--- src/hdl/mts_ram.sv ---
// Generic single-write, single-read RAM with registered read data.
module mts_ram #(
  parameter int WIDTH = 8,
  parameter int DEPTH = 16
) (
  input  logic                     clk,
  input  logic                     we,
  input  logic [$clog2(DEPTH)-1:0] waddr,
  input  logic [WIDTH-1:0]         wdata,
  input  logic                     re,
  input  logic [$clog2(DEPTH)-1:0] raddr,
  output logic [WIDTH-1:0]         rdata
);

  logic [WIDTH-1:0] mem [DEPTH];
  logic [WIDTH-1:0] rdata_r;

  always_ff @(posedge clk) begin
    if (we) begin
      mem[waddr] <= wdata;
    end
    if (re) begin
      rdata_r <= mem[raddr];
    end
  end

  assign rdata = rdata_r;

endmodule

--- config.mk ---
export PLATFORM = sky130hd
export DESIGN_NAME = mts_ram
export DESIGN_NICKNAME = d
export VERILOG_FILES = /design/src/hdl/mts_ram.sv
export SDC_FILE = /design/constraint.sdc
export NUM_CORES = 1
export LEC_CHECK = 0
export BUFFER_PORTS_ARGS = -buffer_cell sky130_fd_sc_hd__buf_2
export CAP_MARGIN = 20
export CORE_MARGIN = 2
export CORE_UTILIZATION = 60
export CTS_BUF_LIST = sky130_fd_sc_hd__clkbuf_4 sky130_fd_sc_hd__clkbuf_8 sky130_fd_sc_hd__clkbuf_16
export CTS_CLUSTER_DIAMETER = 80
export CTS_CLUSTER_SIZE = 20
export DETAILED_ROUTE_END_ITERATION = 8
export PLACE_DENSITY = 0.83
export SYNTH_ARGS = -nofsm -noshare
export SYNTH_HDL_FRONTEND = slang
export SYNTH_SLANG_ARGS = --single-unit
export TNS_END_PERCENT = 1
--- constraint.sdc ---
create_clock -name clk -period 2.4 [get_ports clk]
set_clock_uncertainty 0.05 [all_clocks]
set_input_delay 0.48 -clock clk [delete_from_list [all_inputs] [get_ports clk]]
set_output_delay 0.48 -clock clk [all_outputs]
set_load 0.02 [all_outputs]
# Word-level counts from Yosys, hierarchy flattened
# Memories as Yosys holds them, arrays and structs flattened. A register that Yosys moved wholly into a read port is not among the register bits.
# Index checks and enable logic that the tools add are counted.
dict set report op_classes {
  muxes 2
}
# op count
set ops {}
lappend ops {{1-bit 2-to-1 mux} 2}
dict set report word_totals {
  regBits 0
  mem_bits_rw 128
  memories 1
}
# name depth word_bits read_ports rd_ports_with_merged_regs write_ports line
set mem_list {}
lappend mem_list {mem 16 8 1 1 1 15} ;# logic [WIDTH-1:0] mem [DEPTH];

# Logic depth before layout (Yosys ltp)
# Gate-level depths: netlist of run 1.
dict set report depth {
  word_depth 2
  depth_mapped 5
}

# Worst setup path after synthesis of run 1
# OpenSTA, ideal clock, no wires.
dict set report synth_path {
  kind {input -> register}
  from {in waddr[2]}
  to {mem mem[0][0] (enable)}
  arrival_time_ns 1.590
  required_ns 1.967
  slack_ns 0.377
  path_stages 2
  n_path_buf 0
  cell_sequence {or3b_2 > nor3_1}
}
# item line
set synth_rtl {}
lappend synth_rtl {{from (decl)} 8} ;# input logic [$clog2(DEPTH)-1:0] waddr,
lappend synth_rtl {{to (decl)} 15}
# No word-level cell before the write port.

==> results.sh, run 1 <==
export IMPL_io_buffers=26
export IMPL_cts_setup_buffers=0
export IMPL_syn_cell_area_um2=5230
export IMPL_setup_violations_final=0
export IMPL_fp_dieH_um=97.3
export IMPL_drv_slew=0
export IMPL_overflow=0
export IMPL_synth_nets=248
export IMPL_total_power_w=0.00557
export IMPL_clkLatencyLatePin_ns=0.51
export IMPL_cp_required_ns=2.59
export IMPL_rsz0062_at_grt="no"
export IMPL_drt_iter0_markers=249
export IMPL_num_rows=34
export IMPL_routed_wl_um=10300
export IMPL_synth_top_cell_area_share=0.781
export IMPL_synth_top_cells_by_area="edfxtp_1 78%, mux4_2 7.8%, mux4_1 7.0%"
export IMPL_ant_nets=0
export IMPL_yosysWarnings=0
export IMPL_endpoint_kind="flip-flop"
export IMPL_final_hold_viol_count=0
export IMPL_gp_congestion=0.752
export IMPL_synth_top_family_by_area="multiplexers"
export IMPL_drtPass1Iterations=4
export IMPL_p_leak_nw=2.10
export IMPL_dp_hpwl_um=5790
export IMPL_synth_xor_area_frac=0
export IMPL_num_io_pins=27
export IMPL_status="finished clean"
export IMPL_seqCellArea_um2=4080
export IMPL_fillers=486
export IMPL_fmax_mhz=591
export IMPL_core_um2=8590
export IMPL_syn_inst=229
export IMPL_synth_compound_area_share=0.0230
export IMPL_relSlewSlack=0.479
export IMPL_drive_gt1_frac=0.312
export IMPL_cts_repair_resized=0
export IMPL_cts_clk_slew_worst_paths_ns=0.06
export IMPL_cp_max_fo=1
export IMPL_h_tree_depth=4
export IMPL_start_util=0.608
export IMPL_multi_input_area_um2=1060
export IMPL_antenna_found_initial=0
export IMPL_path_class="reg2reg"
export IMPL_min_path_type="in2reg"
export IMPL_synth_distinct_cells=18
export IMPL_fin_tns_setup_ns=0
export IMPL_yosys_area_share_simple=0.0314
export IMPL_post_route_min_period_ns=1.69
export IMPL_clockRootBuffer="clkbuf_8"
export IMPL_stdcell_count=403
export IMPL_viasPerCell=6.29
export IMPL_synth_top_cell_by_area="edfxtp_1"
export IMPL_grt_pass1_vias=2728
export IMPL_diodes=0
export IMPL_critPathArrivalTime_ns=1.88
export IMPL_drc=0
export IMPL_die_w_um=97.3
export IMPL_grt_util_all_layers=0.238
export IMPL_power_density_nw_per_um2=903
export IMPL_cts_tree="yes"
export IMPL_synthMuxAreaShare=0.148
export IMPL_routedWlPerCell_um=25.6
export IMPL_finalCritPeriodShare=0.704
export IMPL_grt_pass1_wl_um=15900
export IMPL_synth_fa_ha_area_frac=0
export IMPL_cts_buffers=17
export IMPL_grt_max_degree=33
export IMPL_syn_to_final_growth_pct=17.9
export IMPL_crit_path_start_kind="flip-flop"
export IMPL_cts_buffer_depth=2
export IMPL_synth_seq_cells=136
export IMPL_postCtsHoldBufs=0
export IMPL_die_area_um2=9480
export IMPL_final_util=0.717
export IMPL_fin_nets=301
export IMPL_syn_avg_cell_area_um2=22.8
export IMPL_worst_pin_slew_ns=0.779
export IMPL_vdd_drop_max_mv=0.562
export IMPL_dp_cells=371
export IMPL_vias=2534
export IMPL_max_cap_violations=0
export IMPL_clock_sinks=136
export IMPL_synth_seq_area_share=0.781
[routing by layer]
metal,share of wire,vias up,global-route usage,wire [um]
met2,0.51,119,0.376,5300
li1,-,1089,-,-
met1,0.39,1309,0.322,4000
met5,0,-,0,0
met3,0.072,17,0.0604,745
met4,0.025,0,0.103,254
[stage by stage]
stage | setup slack (ns) | hold slack [ns] | cell area (um2)
2_1_floorplan | 0.377 | 0.529 | 5230
3_3_place_gp | 0.326 | 0.677 | 5570
3_5_place_dp | 0.278 | 0.696 | 5570
4_1_cts | 0.722 | 0.262 | 6160
5_1_grt | 0.708 | 0.260 | 6160
6_report | 0.709 | 0.279 | 6160
[worst max-delay path, stage by stage, from the launching register on]
cell,delay [ns]
edfxtp_1,0.38
mux4_2,0.50
a22oi_1,0.38
nand2_1,0.11
[layout by cell type, fill, tap and decap left out, types with 4 or more instances in the layout]
cell type	instances
bufinv_16	4
clkbuf_16	16
buf_4	16
nand2_1	9
clkinv_2	4
mux4_1	14
mux4_2	18
buf_2	26
edfxtp_1	136
nor3_1	4
a22oi_1	16
nor2_1	13
[final cells by class]
cell class              count  share of cell area
clock buffers              17              0.0672
flip-flops and latches    136               0.663
multi-input cells          83               0.172
clock inverters            15              0.0296
well taps                 108              0.0219
repair buffers             44              0.0471
[cell families after synthesis]
family	Yosys count
compound gates	16
buf+inv	10
mux	32
simple gates	35
flops	136
[cells in the mapped netlist]
library cell,n
nand3b_1,2
or3b_2,1
nand2_1,9
nand2b_1,2
nor2_1,13
nand3_1,1
a22oi_1,16
mux4_1,14
buf_6,3
edfxtp_1,136
and2b_1,1
buf_2,3
and2_1,1
buf_4,1
nor3_1,4
nor2b_1,1
mux4_2,18
clkdlybuf4s25_2,3
[where the power goes]
part / switching (W) / internal (W)
Sequential: 0.0000173 / 0.00268
Combinational: 0.000150 / 0.000104
Clock: 0.000949 / 0.00167
Total: 0.00112 / 0.00445
[flip-flops by register name, summed over array words and instances, names as in the netlist]
| register | flops |
|---|---|
| mem | 128 |
| rdata | 8 |
[final timing paths]
kind / startpoint / end / slack [ns] / cells after the start
max: mem[11][7] / rdata[7] / 0.71 / 3
min: re / rdata[0] / 0.28 / 1
min reg2reg: mem[15][0] / rdata[0] / 0.72 / 3
max reg2reg: mem[11][7] / rdata[7] / 0.71 / 3
(Power assumes the default switching activity.)
==> run 2: changes to the inputs <==
--- a/config.mk
+++ b/config.mk
@@ -5,15 +5,16 @@
 export SDC_FILE = /design/constraint.sdc
 export NUM_CORES = 1
 export LEC_CHECK = 0
+export ABC_AREA = 1
 export BUFFER_PORTS_ARGS = -buffer_cell sky130_fd_sc_hd__buf_2
 export CAP_MARGIN = 20
 export CORE_MARGIN = 2
-export CORE_UTILIZATION = 60
+export CORE_UTILIZATION = 61
 export CTS_BUF_LIST = sky130_fd_sc_hd__clkbuf_4 sky130_fd_sc_hd__clkbuf_8 sky130_fd_sc_hd__clkbuf_16
 export CTS_CLUSTER_DIAMETER = 80
 export CTS_CLUSTER_SIZE = 20
 export DETAILED_ROUTE_END_ITERATION = 8
-export PLACE_DENSITY = 0.83
+export PLACE_DENSITY = 0.84
 export SYNTH_ARGS = -nofsm -noshare
 export SYNTH_HDL_FRONTEND = slang
 export SYNTH_SLANG_ARGS = --single-unit
==> constraint.sdc (replaced) <==
create_clock -name clk -period 1.57 [get_ports clk]
set_clock_uncertainty 0.05 [all_clocks]
set_input_delay 0.314 -clock clk [delete_from_list [all_inputs] [get_ports clk]]
set_output_delay 0.314 -clock clk [all_outputs]
set_load 0.02 [all_outputs]
==> run 2 against run 1 <==
Combinational power grew 110%. Highest routed layer unchanged. Global-route usage up 4.8 points. Clock power up 50%. Critical path type is now reg2out. Critical endpoint is now rdata[3].
==> results.sh, run 2 <==
export IMPL_status="finished clean"
export IMPL_fp_dieH_um=102
export IMPL_grt_pass1_wl_um=21300
export IMPL_diodes=0
export IMPL_drc=0
export IMPL_cts_buffers=17
export IMPL_cts_clk_slew_worst_paths_ns=0.06
export IMPL_syn_avg_cell_area_um2=10.6
export IMPL_regMostFlops="mem"
export IMPL_ant_nets=0
export IMPL_clkLatencyLatePin_ns=0.52
export IMPL_drtPass1Iterations=5
export IMPL_die_w_um=102
export IMPL_power_density_nw_per_um2=1260
export IMPL_cp_top_family="flip-flops"
export IMPL_crit_path_start_kind="flip-flop"
export IMPL_synth_seq_cells=136
export IMPL_clock_sinks=136
export IMPL_final_hold_viol_count=0
export IMPL_final_cell_mix="173 x nand2_1, 136 x edfxtp_1, 100 x inv_1, 97 x nand3_1, 26 x buf_2"
export IMPL_dominantRegCellSynth="edfxtp_1"
export IMPL_grt_pass1_vias=4052
export IMPL_synthArstFlopShare=0
export IMPL_synth_top_cell_by_area="edfxtp_1"
export IMPL_relSlewSlack=0.598
export IMPL_cts_buffer_depth=2
export IMPL_num_rows=35
export IMPL_endpoint_kind="primary output"
export IMPL_layout_commonest_cell="nand2_1"
export IMPL_stdcell_count=739
export IMPL_syn_inst=551
export IMPL_fmax_mhz=673
export IMPL_cts_tree="yes"
export IMPL_postCtsHoldBufs=0
export IMPL_rrSetupSlack_ns=0.33
export IMPL_fillers=594
export IMPL_synth_distinct_cells=11
export IMPL_h_tree_depth=4
export IMPL_critPathArrivalTime_ns=1.12
export IMPL_path_class="reg2out"
export IMPL_gp_congestion=0.913
export IMPL_yosysWarnings=0
export IMPL_synth_edff_count=136
export IMPL_cp_max_fo=1
export IMPL_num_io_pins=27
export IMPL_die_area_um2=10400
export IMPL_core_um2=9280
export IMPL_synth_seq_area_share=0.698
export IMPL_yosysMostFrequentCell="nand2_1"
export IMPL_final_util=0.732
export IMPL_seqCellArea_um2=4080
export IMPL_multi_input_area_um2=1210
export IMPL_dp_slack_ns=-0.0530
export IMPL_antenna_found_initial=0
export IMPL_io_buffers=26
export IMPL_viasPerCell=5.53
export IMPL_largest_reg_flops=128
export IMPL_syn_to_final_growth_pct=16.3
export IMPL_rsz0062_at_grt="no"
export IMPL_critPathSlowestCell="edfxtp_1"
export IMPL_post_route_min_period_ns=1.49
export IMPL_worstPathBufferInverterCount=1
export IMPL_clockRootBuffer="clkbuf_8"
export IMPL_synth_nets=570
export IMPL_routedWlPerCell_um=18.5
export IMPL_grt_max_degree=62
export IMPL_syn_cell_area_um2=5850
export IMPL_routed_wl_um=13600
export IMPL_layout_setup_ws_ns=0.0846
export IMPL_max_cap_violations=0
export IMPL_vdd_drop_max_mv=1.06
export IMPL_cp_required_ns=1.21
export IMPL_drv_slew=0
export IMPL_fin_nets=616
export IMPL_setup_violations_final=0
export IMPL_start_util=0.630
export IMPL_min_path_type="in2reg"
export IMPL_dp_cells=707
export IMPL_worst_pin_slew_ns=0.602
export IMPL_synth_top_cells_by_area="edfxtp_1 70%, nand2_1 11%, nand3_1 8.3%"
export IMPL_overflow=0
export IMPL_slowest_delay_ns=0.41
export IMPL_dp_hpwl_um=8170
export IMPL_vias=4087
export IMPL_drt_iter0_markers=513
export IMPL_critical_path_cell_chain="buf_2"
export IMPL_synth_top_cell_area_share=0.698
export IMPL_grt_util_all_layers=0.286
export IMPL_cts_repair_resized=0
export IMPL_drive_gt1_frac=0.138
export IMPL_cts_setup_buffers=0
export IMPL_ys_top_cells_by_count="173 x nand2_1, 136 x edfxtp_1, 100 x inv_1"
export IMPL_finalCritPeriodShare=0.946
export IMPL_p_leak_nw=2.95
-- run 2: cell count changes in the layout (fill, tap and decap cells not counted), moves of 4 or more --
cell / before / now
nor3_1: 4 / 0
a22oi_1: 16 / 0
nand2_1: 9 / 173
inv_1: 0 / 100
nand3_1: 1 / 97
nor2_1: 13 / 17
buf_4: 16 / 21
mux4_1: 14 / 0
mux4_2: 18 / 0
-- run 2: cell type report --
class / count / area share
Sequential cell: 136 / 0.601
Tap cell: 129 / 0.0237
Timing Repair Buffer: 51 / 0.0541
Inverter: 102 / 0.0563
Multi-Input combinational cell: 289 / 0.178
Clock buffer: 17 / 0.0609
Clock inverter: 15 / 0.0259
-- run 2: cell families after synthesis --
logic type	Yosys count	share of synthesized area
AND/OR/NAND/NOR	289	0.208
flip-flops	136	0.698
buffers and inverters	126	0.0939
-- run 2: worst paths after layout --
path | depth (start not counted) | startpoint | endpoint
min | 1 | re | rdata[5]
max | 1 | rdata[3] | rdata[3]
min reg2reg | 6 | mem[12][5] | rdata[5]
max reg2reg | 6 | mem[9][2] | rdata[2]
-- run 2: layer usage --
metal  up-vias  track usage  wire length, um
met1      1878        0.368             4780
li1       1874            -                -
met5         -            0                0
met3        36       0.0841             1610
met2       299        0.462             6870
met4         0        0.118              384
-- run 2: stage by stage --
stage          total power, W  area, um2  TNS, ns  hold WS (ns)
6_report              0.00859       6800        0         0.116
5_1_grt               0.00882       6800        0        0.0947
4_1_cts               0.00858       6800        0         0.102
3_5_place_dp          0.00472       6210   -0.140         0.638
3_3_place_gp          0.00470       6210   -0.108         0.634
2_1_floorplan         0.00449       5850        0         0.363
-- run 2: report_power, final --
part           switching [W]  internal, W
combinational       0.000384     0.000158
clock                0.00151      0.00242
sequential         0.0000290      0.00409
total                0.00192      0.00667
==> run 3: changes to the inputs <==
--- a/config.mk
+++ b/config.mk
@@ -15,6 +15,7 @@
 export CTS_CLUSTER_SIZE = 20
 export DETAILED_ROUTE_END_ITERATION = 8
 export PLACE_DENSITY = 0.84
+export REMOVE_ABC_BUFFERS = 1
 export SYNTH_ARGS = -nofsm -noshare
 export SYNTH_HDL_FRONTEND = slang
 export SYNTH_SLANG_ARGS = --single-unit
==> constraint.sdc (replaced) <==
create_clock -name clk -period 1.57 [get_ports clk]
set_clock_uncertainty 0.05 [all_clocks]
set_input_delay 0.314 -clock clk [delete_from_list [all_inputs] [get_ports clk]]
set_output_delay 0.314 -clock clk [all_outputs]
set_load 0.05 [all_outputs]
==> run 3 against run 2 <==
First-iteration DRC count down 4.5%. Non-clock buffer count shrank 2. Cell count decreased by 0.27%. Core utilization shrank 0.28 points. Hold slack improved by 0.0049 ns. Die area unchanged. Largest power group unchanged. Sequential power hardly changed. Global-route usage shrank 0.19 points. Routed wire length decreased by 0.73%. Power increased by 0.23%. Worst setup slack lost 0.070 ns. Flip-flop and latch count did not move.
==> results.sh, run 3 (synthesis results as in run 2) <==
export IMPL_status="finished clean"
export IMPL_antenna_found_initial=0
export IMPL_num_rows=35
export IMPL_final_hold_viol_count=0
export IMPL_finalCritPeriodShare=0.990
export IMPL_path_class="reg2out"
export IMPL_p_seq_frac=0.478
export IMPL_setup_violations_final=0
export IMPL_vdd_drop_max_mv=0.868
export IMPL_postCtsHoldBufs=0
export IMPL_grt_max_degree=54
export IMPL_p_clk_frac=0.456
export IMPL_drive_gt1_frac=0.137
export IMPL_core_um2=9280
export IMPL_stdcell_count=737
export IMPL_r2r_start="mem[9][2]"
export IMPL_routedWlPerCell_um=18.4
export IMPL_vias=4118
export IMPL_crit_path_start_kind="flip-flop"
export IMPL_swShare=0.226
export IMPL_worst_pin_slew_ns=0.618
export IMPL_rsz0062_at_grt="no"
export IMPL_start_util=0.630
export IMPL_fin_nets=614
export IMPL_timing_rr_end="rdata[2]"
export IMPL_dpl_instance_area_um2=6180
export IMPL_endpoint_kind="primary output"
export IMPL_io_buffers=26
export IMPL_stdcell_area_um2=6770
export IMPL_critPathSlowestCell="edfxtp_1"
export IMPL_clkLatencyLatePin_ns=0.52
export IMPL_ant_nets=0
export IMPL_critPathArrivalTime_ns=1.19
export IMPL_grt_util_all_layers=0.284
export IMPL_hold_ws_ns=0.121
export IMPL_drt_iter0_markers=490
export IMPL_hold_path_end="rdata[0]"
export IMPL_syn_to_final_growth_pct=15.9
export IMPL_max_cap_violations=0
export IMPL_die_w_um=102
export IMPL_gp_congestion=0.831
export IMPL_critical_path_cell_chain="buf_2"
export IMPL_clock_sinks=136
export IMPL_rrSetupSlack_ns=0.34
export IMPL_relSlewSlack=0.588
export IMPL_p_sw_w=0.00195
export IMPL_reg2regPathDepth=6
export IMPL_power_density_nw_per_um2=1270
export IMPL_grt_pass1_vias=3956
export IMPL_routed_wl_um=13500
export IMPL_p_int_w=0.00666
export IMPL_cts_setup_buffers=0
export IMPL_fp_dieH_um=102
export IMPL_layout_commonest_cell="nand2_1"
export IMPL_worstPathBufferInverterCount=1
export IMPL_slowest_delay_ns=0.38
export IMPL_fmax_mhz=643
export IMPL_cp_max_fo=1
export IMPL_min_delay_start="re"
export IMPL_viasPerCell=5.59
export IMPL_post_route_min_period_ns=1.56
export IMPL_num_io_pins=27
export IMPL_cts_buffer_depth=2
export IMPL_overflow=0
export IMPL_die_area_um2=10400
export IMPL_regMostFlops="mem"
export IMPL_dp_cells=705
export IMPL_cp_top_family="flip-flops"
export IMPL_cp_required_ns=1.21
export IMPL_holdPathStages=1
export IMPL_p_comb_frac=0.066
export IMPL_grt_pass1_wl_um=21300
export IMPL_largest_reg_flops=128
export IMPL_clockRootBuffer="clkbuf_8"
export IMPL_drc=0
export IMPL_h_tree_depth=4
export IMPL_dp_hpwl_um=7830
export IMPL_cts_tree="yes"
export IMPL_cts_clk_slew_worst_paths_ns=0.06
export IMPL_cts_repair_resized=0
export IMPL_p_leak_nw=2.94
export IMPL_diodes=0
export IMPL_cts_buffers=17
export IMPL_drv_slew=0
export IMPL_drtPass1Iterations=5
export IMPL_final_cell_mix="173 x nand2_1, 136 x edfxtp_1, 100 x inv_1, 97 x nand3_1, 26 x buf_2"
export IMPL_min_path_type="in2reg"
==> run 3: layout make-up <==
cell class              count  area (um2)
repair buffers             49         340
multi-input cells         289        1210
inverters                 102         383
clock inverters            15         178
fillers                   580        2510
clock buffers              17         414
well taps                 129         161
flip-flops and latches    136        4080
==> run 3: layer usage <==
| layer | track usage | share of wire |
|---|---|---|
| met2 | 0.471 | 0.50 |
| met5 | 0 | 0 |
| met4 | 0.0974 | 0.023 |
| met1 | 0.370 | 0.37 |
| met3 | 0.0732 | 0.11 |
==> run 3: power groups by stage <==
stage                     logic (W)  registers [W]  clock network, W
final                      0.000569        0.00412           0.00393
after global routing       0.000615        0.00412           0.00412
after CTS                  0.000561        0.00412           0.00394
after detailed placement   0.000546        0.00419                 0
after global placement     0.000529        0.00419                 0
after floorplan            0.000219        0.00425                 0
==> run 3: metrics by stage <==
| stage | total power (W) | utilization | setup slack, ns | setup TNS [ns] |
|---|---|---|---|---|
| after CTS | 0.00862 | 0.730 | 0.0231 | 0 |
| after global placement | 0.00472 | 0.666 | -0.00177 | -0.00177 |
| after floorplan | 0.00447 | - | 0.0854 | 0 |
| final | 0.00861 | 0.730 | 0.0150 | 0 |
| after detailed placement | 0.00474 | 0.666 | 0.00335 | 0 |
| after global routing | 0.00885 | 0.730 | 0.00293 | 0 |
==> run 3: worst max path at each step <==
stage                        start  endpoint  slack (ns)  cells past startpoint
final                     rdata[0]  rdata[0]        0.01                      1
after CTS                 rdata[0]  rdata[0]        0.02                      1
after detailed placement  raddr[1]  rdata[7]       0.003                      6
after global placement    raddr[1]  rdata[7]      -0.002                      6
after global routing      rdata[0]  rdata[0]       0.003                      1
after floorplan           raddr[0]  rdata[2]        0.09                      6
